`src/design/bfnb_pkg.sv`:
```
// Package for the bitmap next-bit finder: sizes, op codes, payload structs
// and the sequencer state type.
// No dependencies; every other design file refers to it by scoped names.
package bfnb_pkg;

    // Bitmap geometry
    localparam int BITMAP_BITS = 1024;
    localparam int BYTE_BITS   = 8;
    localparam int STORE_BYTES = (BITMAP_BITS + BYTE_BITS - 1) / BYTE_BITS;
    localparam int WORD_BITS   = 64;
    localparam int BYTE_LANES  = WORD_BITS / BYTE_BITS;
    localparam int NUM_WORDS   = BITMAP_BITS / WORD_BITS;
    localparam int WORD_AW     = $clog2(NUM_WORDS);
    localparam int LANE_W      = $clog2(BYTE_LANES);
    localparam int BIT_W       = $clog2(WORD_BITS);
    localparam int POS_W       = 11;
    localparam int IDX_W       = 7;

    // Op codes
    localparam logic OP_WRITE  = 1'b0;
    localparam logic OP_SEARCH = 1'b1;

    typedef struct packed {
        logic             op;
        logic [IDX_W-1:0] byte_index;
        logic [7:0]       byte_data;
        logic             find_zero;
        logic [POS_W-1:0] start_bit;
        logic [POS_W-1:0] limit_bits;
    } cmd_t;

    typedef struct packed {
        logic [POS_W-1:0] position;
        logic             found;
    } res_t;

    typedef enum logic {
        ST_IDLE,
        ST_SCAN
    } state_t;

endpackage

```
`src/design/bfnb_if.sv`:
```
// Valid/ready channel interfaces for commands and results.
// Depends on bfnb_pkg for the payload structs.
interface bfnb_cmd_if;
    logic          valid;
    logic          ready;
    bfnb_pkg::cmd_t payload;
    modport source (output valid, output payload, input ready);
    modport sink   (input valid, input payload, output ready);
endinterface

interface bfnb_res_if;
    logic          valid;
    logic          ready;
    bfnb_pkg::res_t payload;
    modport source (output valid, output payload, input ready);
    modport sink   (input valid, input payload, output ready);
endinterface

```
`src/design/bitmap_find_next_bit.sv`:
```
// Bitmap next-bit finder top level.
// Depends on bfnb_pkg and the channel interfaces in bfnb_if.sv.
//
// Usage:
//   cmd channel: a write transaction (op = write) stores one bitmap byte at
//   byte_index; it produces no result. A search
//   transaction (op = search) looks for the first bit at or after start_bit
//   and below min(limit_bits, 1024) that is set (find_zero = 0) or clear
//   (find_zero = 1).
//   res channel: one transaction per search: position of the match, or the
//   effective limit with found = 0.
//   The bitmap sits in a 16 x 64-bit memory with a registered read;
//   the search examines one 64-bit word per cycle, from the word holding
//   start_bit up to all 16 words when it crosses the whole map.
//   Reads of the next word are issued while the current one is checked.
//   cmd ready is low while a search runs; writes are taken back to back.
//   Reset clears the per-byte valid flags, so the whole bitmap reads as zero
//   at once; no clearing pass is needed.
//   If res is stalled, a finished search holds in the scan state until the
//   output register frees; one result may wait while new writes are taken.
module bitmap_find_next_bit (
    input  logic            clk,
    input  logic            rst_n,
    bfnb_cmd_if.sink        cmd,
    bfnb_res_if.source      res
);

    localparam int LIM_WW = bfnb_pkg::POS_W - bfnb_pkg::BIT_W;

    // Bitmap memory and per-byte valid flags
    logic [bfnb_pkg::WORD_BITS-1:0]   mem [bfnb_pkg::NUM_WORDS];
    logic [bfnb_pkg::STORE_BYTES-1:0] byte_valid_reg;
    logic [bfnb_pkg::WORD_BITS-1:0]   rd_data_reg;
    logic [bfnb_pkg::BYTE_LANES-1:0]  rd_valid_reg;
    logic [bfnb_pkg::WORD_AW-1:0]     rd_addr;

    // Sequencer and search context
    bfnb_pkg::state_t                 state_reg, state_next;
    logic [bfnb_pkg::WORD_AW-1:0]     word_reg;
    logic [bfnb_pkg::POS_W-1:0]       start_reg;
    logic [bfnb_pkg::POS_W-1:0]       lim_reg;
    logic                             find_zero_reg;
    logic                             empty_reg;

    // Output register
    logic                             res_valid_reg;
    logic [bfnb_pkg::POS_W-1:0]       pos_reg;
    logic                             found_reg;

    logic                             cmd_acc;
    logic                             wr_en;
    logic                             search_acc;
    logic [bfnb_pkg::WORD_AW-1:0]     wr_word;
    logic [bfnb_pkg::LANE_W-1:0]      wr_lane;
    logic [bfnb_pkg::POS_W-1:0]       lim_eff;
    logic                             out_free;
    logic                             finish;
    logic                             scan_done;
    logic                             advance;

    logic [bfnb_pkg::WORD_BITS-1:0]   eff_word;
    logic [bfnb_pkg::WORD_BITS-1:0]   cand;
    logic [bfnb_pkg::WORD_BITS-1:0]   in_range;
    logic [bfnb_pkg::BIT_W-1:0]       lo_bit;
    logic                             word_below_lim;
    logic [LIM_WW-1:0]                word_plus1;
    logic                             last_word;
    logic                             hit;
    logic [bfnb_pkg::BIT_W-1:0]       hit_idx;
    logic [bfnb_pkg::POS_W-1:0]       result_pos;

    assign cmd_acc    = cmd.valid && cmd.ready;
    assign wr_en      = cmd_acc && (cmd.payload.op == bfnb_pkg::OP_WRITE);
    assign search_acc = cmd_acc && (cmd.payload.op == bfnb_pkg::OP_SEARCH);
    assign wr_word    = cmd.payload.byte_index[bfnb_pkg::IDX_W-1:bfnb_pkg::LANE_W];
    assign wr_lane    = cmd.payload.byte_index[bfnb_pkg::LANE_W-1:0];
    assign out_free   = !res_valid_reg || res.ready;

    // Saturate the limit to the bitmap size
    assign lim_eff = (cmd.payload.limit_bits > bfnb_pkg::POS_W'(bfnb_pkg::BITMAP_BITS))
                   ? bfnb_pkg::POS_W'(bfnb_pkg::BITMAP_BITS) : cmd.payload.limit_bits;

    // Memory: byte-lane write, registered word read
    always_ff @(posedge clk)
    begin
        if (wr_en)
        begin
            mem[wr_word][{wr_lane, 3'b000} +: bfnb_pkg::BYTE_BITS] <= cmd.payload.byte_data;
        end
        rd_data_reg <= mem[rd_addr];
    end

    // Valid flags make unwritten bytes read as zero
    always_ff @(posedge clk or negedge rst_n)
    begin
        if (!rst_n)
        begin
            byte_valid_reg <= '0;
            rd_valid_reg   <= '0;
        end
        else
        begin
            if (wr_en)
            begin
                byte_valid_reg[cmd.payload.byte_index] <= 1'b1;
            end
            rd_valid_reg <= byte_valid_reg[{rd_addr, {bfnb_pkg::LANE_W{1'b0}}}
                                           +: bfnb_pkg::BYTE_LANES];
        end
    end

    // Word check: mask out-of-range bits, find lowest match
    always_comb
    begin
        for (int l = 0; l < bfnb_pkg::BYTE_LANES; l++)
        begin
            eff_word[l*bfnb_pkg::BYTE_BITS +: bfnb_pkg::BYTE_BITS] =
                rd_valid_reg[l] ? rd_data_reg[l*bfnb_pkg::BYTE_BITS +: bfnb_pkg::BYTE_BITS]
                                : '0;
        end
        lo_bit = (word_reg == start_reg[bfnb_pkg::POS_W-2:bfnb_pkg::BIT_W])
               ? start_reg[bfnb_pkg::BIT_W-1:0] : '0;
        word_below_lim = {1'b0, word_reg} < lim_reg[bfnb_pkg::POS_W-1:bfnb_pkg::BIT_W];
        for (int i = 0; i < bfnb_pkg::WORD_BITS; i++)
        begin
            in_range[i] = (bfnb_pkg::BIT_W'(i) >= lo_bit)
                       && (word_below_lim
                           || (bfnb_pkg::BIT_W'(i) < lim_reg[bfnb_pkg::BIT_W-1:0]));
        end
        cand    = (find_zero_reg ? ~eff_word : eff_word) & in_range;
        hit     = |cand;
        hit_idx = '0;
        for (int i = bfnb_pkg::WORD_BITS - 1; i >= 0; i--)
        begin
            if (cand[i])
            begin
                hit_idx = bfnb_pkg::BIT_W'(i);
            end
        end
        word_plus1 = LIM_WW'({1'b0, word_reg}) + LIM_WW'(1);
        last_word  = {word_plus1, {bfnb_pkg::BIT_W{1'b0}}} >= lim_reg;
        result_pos = (empty_reg || !hit) ? lim_reg : {1'b0, word_reg, hit_idx};
    end

    assign finish = empty_reg || hit || last_word;

    // Next state
    always_comb
    begin
        state_next = state_reg;
        unique case (state_reg)
            bfnb_pkg::ST_IDLE:
            begin
                if (search_acc)
                begin
                    state_next = bfnb_pkg::ST_SCAN;
                end
            end
            bfnb_pkg::ST_SCAN:
            begin
                if (finish && out_free)
                begin
                    state_next = bfnb_pkg::ST_IDLE;
                end
            end
            default: state_next = bfnb_pkg::ST_IDLE;
        endcase
    end

    // State outputs
    always_comb
    begin
        cmd.ready = 1'b0;
        scan_done = 1'b0;
        advance   = 1'b0;
        rd_addr   = word_reg;
        unique case (state_reg)
            bfnb_pkg::ST_IDLE:
            begin
                cmd.ready = 1'b1;
                rd_addr   = cmd.payload.start_bit[bfnb_pkg::POS_W-2:bfnb_pkg::BIT_W];
            end
            bfnb_pkg::ST_SCAN:
            begin
                scan_done = finish && out_free;
                advance   = !finish;
                rd_addr   = advance ? word_reg + bfnb_pkg::WORD_AW'(1) : word_reg;
            end
            default: cmd.ready = 1'b0;
        endcase
    end

    // Control registers
    always_ff @(posedge clk or negedge rst_n)
    begin
        if (!rst_n)
        begin
            state_reg     <= bfnb_pkg::ST_IDLE;
            res_valid_reg <= 1'b0;
        end
        else
        begin
            state_reg <= state_next;
            if (scan_done)
            begin
                res_valid_reg <= 1'b1;
            end
            else if (res.ready)
            begin
                res_valid_reg <= 1'b0;
            end
        end
    end

    // Search context and result payload
    always_ff @(posedge clk)
    begin
        if (search_acc)
        begin
            word_reg      <= cmd.payload.start_bit[bfnb_pkg::POS_W-2:bfnb_pkg::BIT_W];
            start_reg     <= cmd.payload.start_bit;
            lim_reg       <= lim_eff;
            find_zero_reg <= cmd.payload.find_zero;
            empty_reg     <= cmd.payload.start_bit >= lim_eff;
        end
        else if (advance)
        begin
            word_reg <= word_reg + bfnb_pkg::WORD_AW'(1);
        end
        if (scan_done)
        begin
            pos_reg   <= result_pos;
            found_reg <= hit && !empty_reg;
        end
    end

    assign res.valid            = res_valid_reg;
    assign res.payload.position = pos_reg;
    assign res.payload.found    = found_reg;

endmodule

```
`src/flat_wrapper.sv`:
```
// flat-port wrapper written by rule: the top's interface ports become plain ports
module bitmap_find_next_bit_flat 
  (clk, rst_n, cmd_valid, cmd_payload, cmd_ready, res_valid, res_payload, res_ready);
  bfnb_cmd_if cmd_i ();
  bfnb_res_if res_i ();
  input  logic clk;
  input  logic rst_n;
  input wire logic [$bits(cmd_i.valid)-1:0] cmd_valid;
  input wire logic [$bits(cmd_i.payload)-1:0] cmd_payload;
  output wire logic [$bits(cmd_i.ready)-1:0] cmd_ready;
  output wire logic [$bits(res_i.valid)-1:0] res_valid;
  output wire logic [$bits(res_i.payload)-1:0] res_payload;
  input wire logic [$bits(res_i.ready)-1:0] res_ready;
  assign cmd_i.valid = cmd_valid;
  assign cmd_i.payload = cmd_payload;
  assign cmd_ready = cmd_i.ready;
  assign res_valid = res_i.valid;
  assign res_payload = res_i.payload;
  assign res_i.ready = res_ready;
  bitmap_find_next_bit u_core (.clk(clk), .rst_n(rst_n), .cmd(cmd_i), .res(res_i));
endmodule
```
`config.mk`:
```
export PLATFORM = sky130hd
export DESIGN_NAME = bitmap_find_next_bit_flat
export DESIGN_NICKNAME = d
export VERILOG_FILES = /design/src/design/bfnb_pkg.sv /design/src/design/bfnb_if.sv /design/src/design/bitmap_find_next_bit.sv /design/src/flat_wrapper.sv
export SDC_FILE = /design/constraint.sdc
export NUM_CORES = 2
export LEC_CHECK = 0
export ABC_AREA = 1
export BUFFER_PORTS_ARGS = -buffer_cell sky130_fd_sc_hd__buf_4
export CAP_MARGIN = 20
export CORE_MARGIN = 3
export CORE_UTILIZATION = 45
export DETAILED_ROUTE_END_ITERATION = 10
export RECOVER_POWER = 50
export SKIP_CTS_REPAIR_TIMING = 1
export SYNTH_ARGS = -nofsm -noshare
export SYNTH_HDL_FRONTEND = slang
export SYNTH_SLANG_ARGS = --single-unit
```
`constraint.sdc`:
```
create_clock -name clk -period 5 [get_ports clk]
set_clock_uncertainty 0.05 [all_clocks]
set_input_delay 0.5 -clock clk [delete_from_list [all_inputs] [get_ports clk]]
set_output_delay 0.5 -clock clk [all_outputs]
set_load 0.02 [all_outputs]
```
==> results.toml <==
[pwr]
p_per_area_nw_per_um2 = 391
vdd_drop_max_uv = 318
switchingPower_mw = 6.47
total_power_mw = 25.4
cellLeakagePower_nw = 22.4
sw_frac_of_total_pct = 25.5
p_clk_share_pct = 39.8
seqPwrFrac_pct = 46.2
p_comb_share_pct = 14.0
intPower_mw = 18.9

[global_routing]
antenna_found_initial = 5
grt_max_degree = 100
track_usage_pct = 25.3
grt_pass1_vias = 35300
grt_pass1_wl_um = 230000
overflow = 0

[place]
place_area_um2 = 59600
port_buffers = 56
place_congestion = 1.00
dp_hpwl_um = 106000
dp_cells = 6356

[job]
drv_cap = 1

[synth]
synth_edf_count = 1063
synth_cell_type_count = 48
synthCells = 4422
yosys.cell_count.top_type = "edfxtp_1"
avgSynthCellArea_um2 = 12.0
synth_top_cell_area_share_pct = 60.3
ys_top_cells_by_count = "edfxtp_1, nor2_1, o21ai_0"
yosysSeqAreaShare_pct = 69.3
syn_nets = 4491
synthFlopType = "edfxtp_1"
ys_top_cells_by_area = "edfxtp_1, dfrtp_1, nor2_1"
yosys_warnings = 0
syn_area_um2 = 52900
async_reset_ff_share_pct = 10.9
synth_area_leader_cell = "edfxtp_1"
synth-seq-cells = 1265

[setup_path]
r2r_cells = 33
cpMaxStageDelayCell = "edfxtp_1"
setup.worst_path.start = "u_core.word_reg[1]$_DFFE_PP_"
regToRegEndpoint = "u_core.rd_data_reg[21]$_DFF_P_"
reg2reg_slack_ns = -0.32
cp_max_fo = 7
cp-end-kind = "flip-flop"
slowest_delay_ns = 0.46
cp.required_ns = 5.59
path_class = "reg2reg"
critPathMostFrequentCell = "nand2_1"
arrival_ns = 5.92
crit_end = "u_core.rd_data_reg[21]$_DFF_P_"
r2r-start = "u_core.word_reg[1]$_DFFE_PP_"
start_kind = "flip-flop"

[floorplan]
initial_utilization_pct = 45.4
ios = 57
rows = 125
die_y_um = 349
design.core.area_um2 = 117000
die_x_um = 349
dieArea_um2 = 122000

[clock_network]
root_buffer = "clkbuf_16"
cts_max_level = 4
cts_tree = "done"
clockBufferDepth = 3
clock_latency_ns = 0.75
clock_sinks = 1265
path_clk_slew_ns = 0.06
numCtsBuffers = 135

[sta]
finalSetupTns_ns = -12.74
holdWs_ns = 0.0181
hold_viol = 0
layout_setup_ws_ns = -0.325
drv_slew = 100
worst_slew_pin_slew_ns = 2.72
finalCriticalPeriod_ns = 5.32
setup_viol = 73
fmax_ghz = 0.188
rsz0062_at_grt = "yes"
maxSlewHeadroom_pct = -81.1
fin_crit_sh_pct = 106

[final_layout]
syn2layout_area_growth_pct = 22.8
design_area_um2 = 65000
finalNonFillerCells = 6669
largest_register_ffs = 1024
nets = 5097
layout-drive-gt1-share_pct = 17.4

[detailed_routing]
wire_per_inst_um = 24.0
vias_per_cell = 5.69
vias = 37900
drtAntennaViolNets = 0
drc = 0
routed_wl_um = 160000
firstDrtPassIters = 8
dr.first_iter.drc_count = 4263

[run_status]
violations = "max-capacitance violations, max-slew violations, negative setup slack"
outcome = "finished, violations left"

[hold_path]
hold_path_class = "in2reg"
metal layers:
metal	vias to the layer above	GRT usage, %	part of all wire (%)
li1	17300	-	-
met1	18800	36.9	44
met2	1557	39.0	46
met3	255	4.26	7.7
met4	0	7.54	2.9
met5	-	0	0
cell families after synthesis:
logic type	after synthesis	synth area share, %
muxes	128	2.42
buffers and inverters	477	3.45
adders and majority gates	26	0.615
and+or+nand+nor	1402	10.5
AOI/OAI and AO/OA	1061	12.7
xor gates and xnor gates	63	1.04
DFF	1265	69.3
power by group through the flow:
stage | Combinational (mW) | Clock, mW | Sequential [mW]
2_1_floorplan | 1.70 | 0 | 11.9
3_3_place_gp | 3.26 | 0 | 12.0
3_5_place_dp | 3.28 | 0 | 12.0
4_1_cts | 3.30 | 10.3 | 11.7
5_1_grt | 3.82 | 10.7 | 11.8
6_report | 3.55 | 10.1 | 11.8
critical path: cells and delay by family (launching register included):
kind	cells	cell delay, ns
AND/OR/NAND/NOR	15	1.92
buffers and inverters	11	1.69
AO/OA/AOI/OAI	7	1.09
flip-flops	1	0.46
layout by cell type, fill, tap and decap left out, types with 19 or more instances in the layout:
cell / instances
mux2i_1: 127
a21oi_1: 23
clkinv_1: 19
o32ai_1: 86
o211ai_1: 57
o21ai_0: 489
clkbuf_1: 155
dfrtp_1: 138
buf_12: 58
o22ai_1: 80
dfxtp_1: 64
nor2_1: 895
o21ai_1: 55
o221ai_1: 96
o21bai_1: 91
inv_1: 192
nand3_1: 60
clkbuf_16: 153
nand2_1: 347
buf_4: 506
edfxtp_1: 1063
o32ai_2: 19
nor3_1: 45
xor2_1: 63
ha_1: 26
layout make-up:
| type | instances | area, um^2 |
|---|---|---|
| Antenna cell | 2 | 5.00 |
| Clock buffer | 197 | 3870 |
| Clock inverter | 55 | 667 |
| Fill cell | 9702 | 51500 |
| Inverter | 210 | 832 |
| Multi-Input combinational cell | 2680 | 14800 |
| Sequential cell | 1265 | 36700 |
| Tap cell | 1524 | 1910 |
| Timing Repair Buffer | 735 | 6310 |
| Timing Repair inverter | 1 | 8.76 |
worst min path at each step:
stage,start,endpoint,slack [ns],depth (start not counted)
detailed placement,u_core.byte_valid_reg[97]$_DFFE_PN0P_,u_core.byte_valid_reg[97]$_DFFE_PN0P_,0.40,2
floorplan,rst_n,u_core.byte_valid_reg[0]$_DFFE_PN0P_,0.15,0
global route,cmd_payload[8],u_core.lim_reg[8]$_DFFE_PP_,0.008,3
global placement,u_core.byte_valid_reg[99]$_DFFE_PN0P_,u_core.byte_valid_reg[99]$_DFFE_PN0P_,0.39,2
finish,cmd_payload[8],u_core.lim_reg[8]$_DFFE_PP_,0.02,3
CTS,rst_n,u_core.state_reg$_DFF_PN0_,-0.19,1
per-stage QoR:
stage	setup WS [ns]	util [%]
after global routing	-0.876	55.8
after detailed placement	-0.563	51.2
after CTS	-0.592	55.1
final	-0.325	55.8
after global placement	-0.595	51.2
after floorplan	0.423	-
No activity file was read; power rests on OpenSTA's default activity.
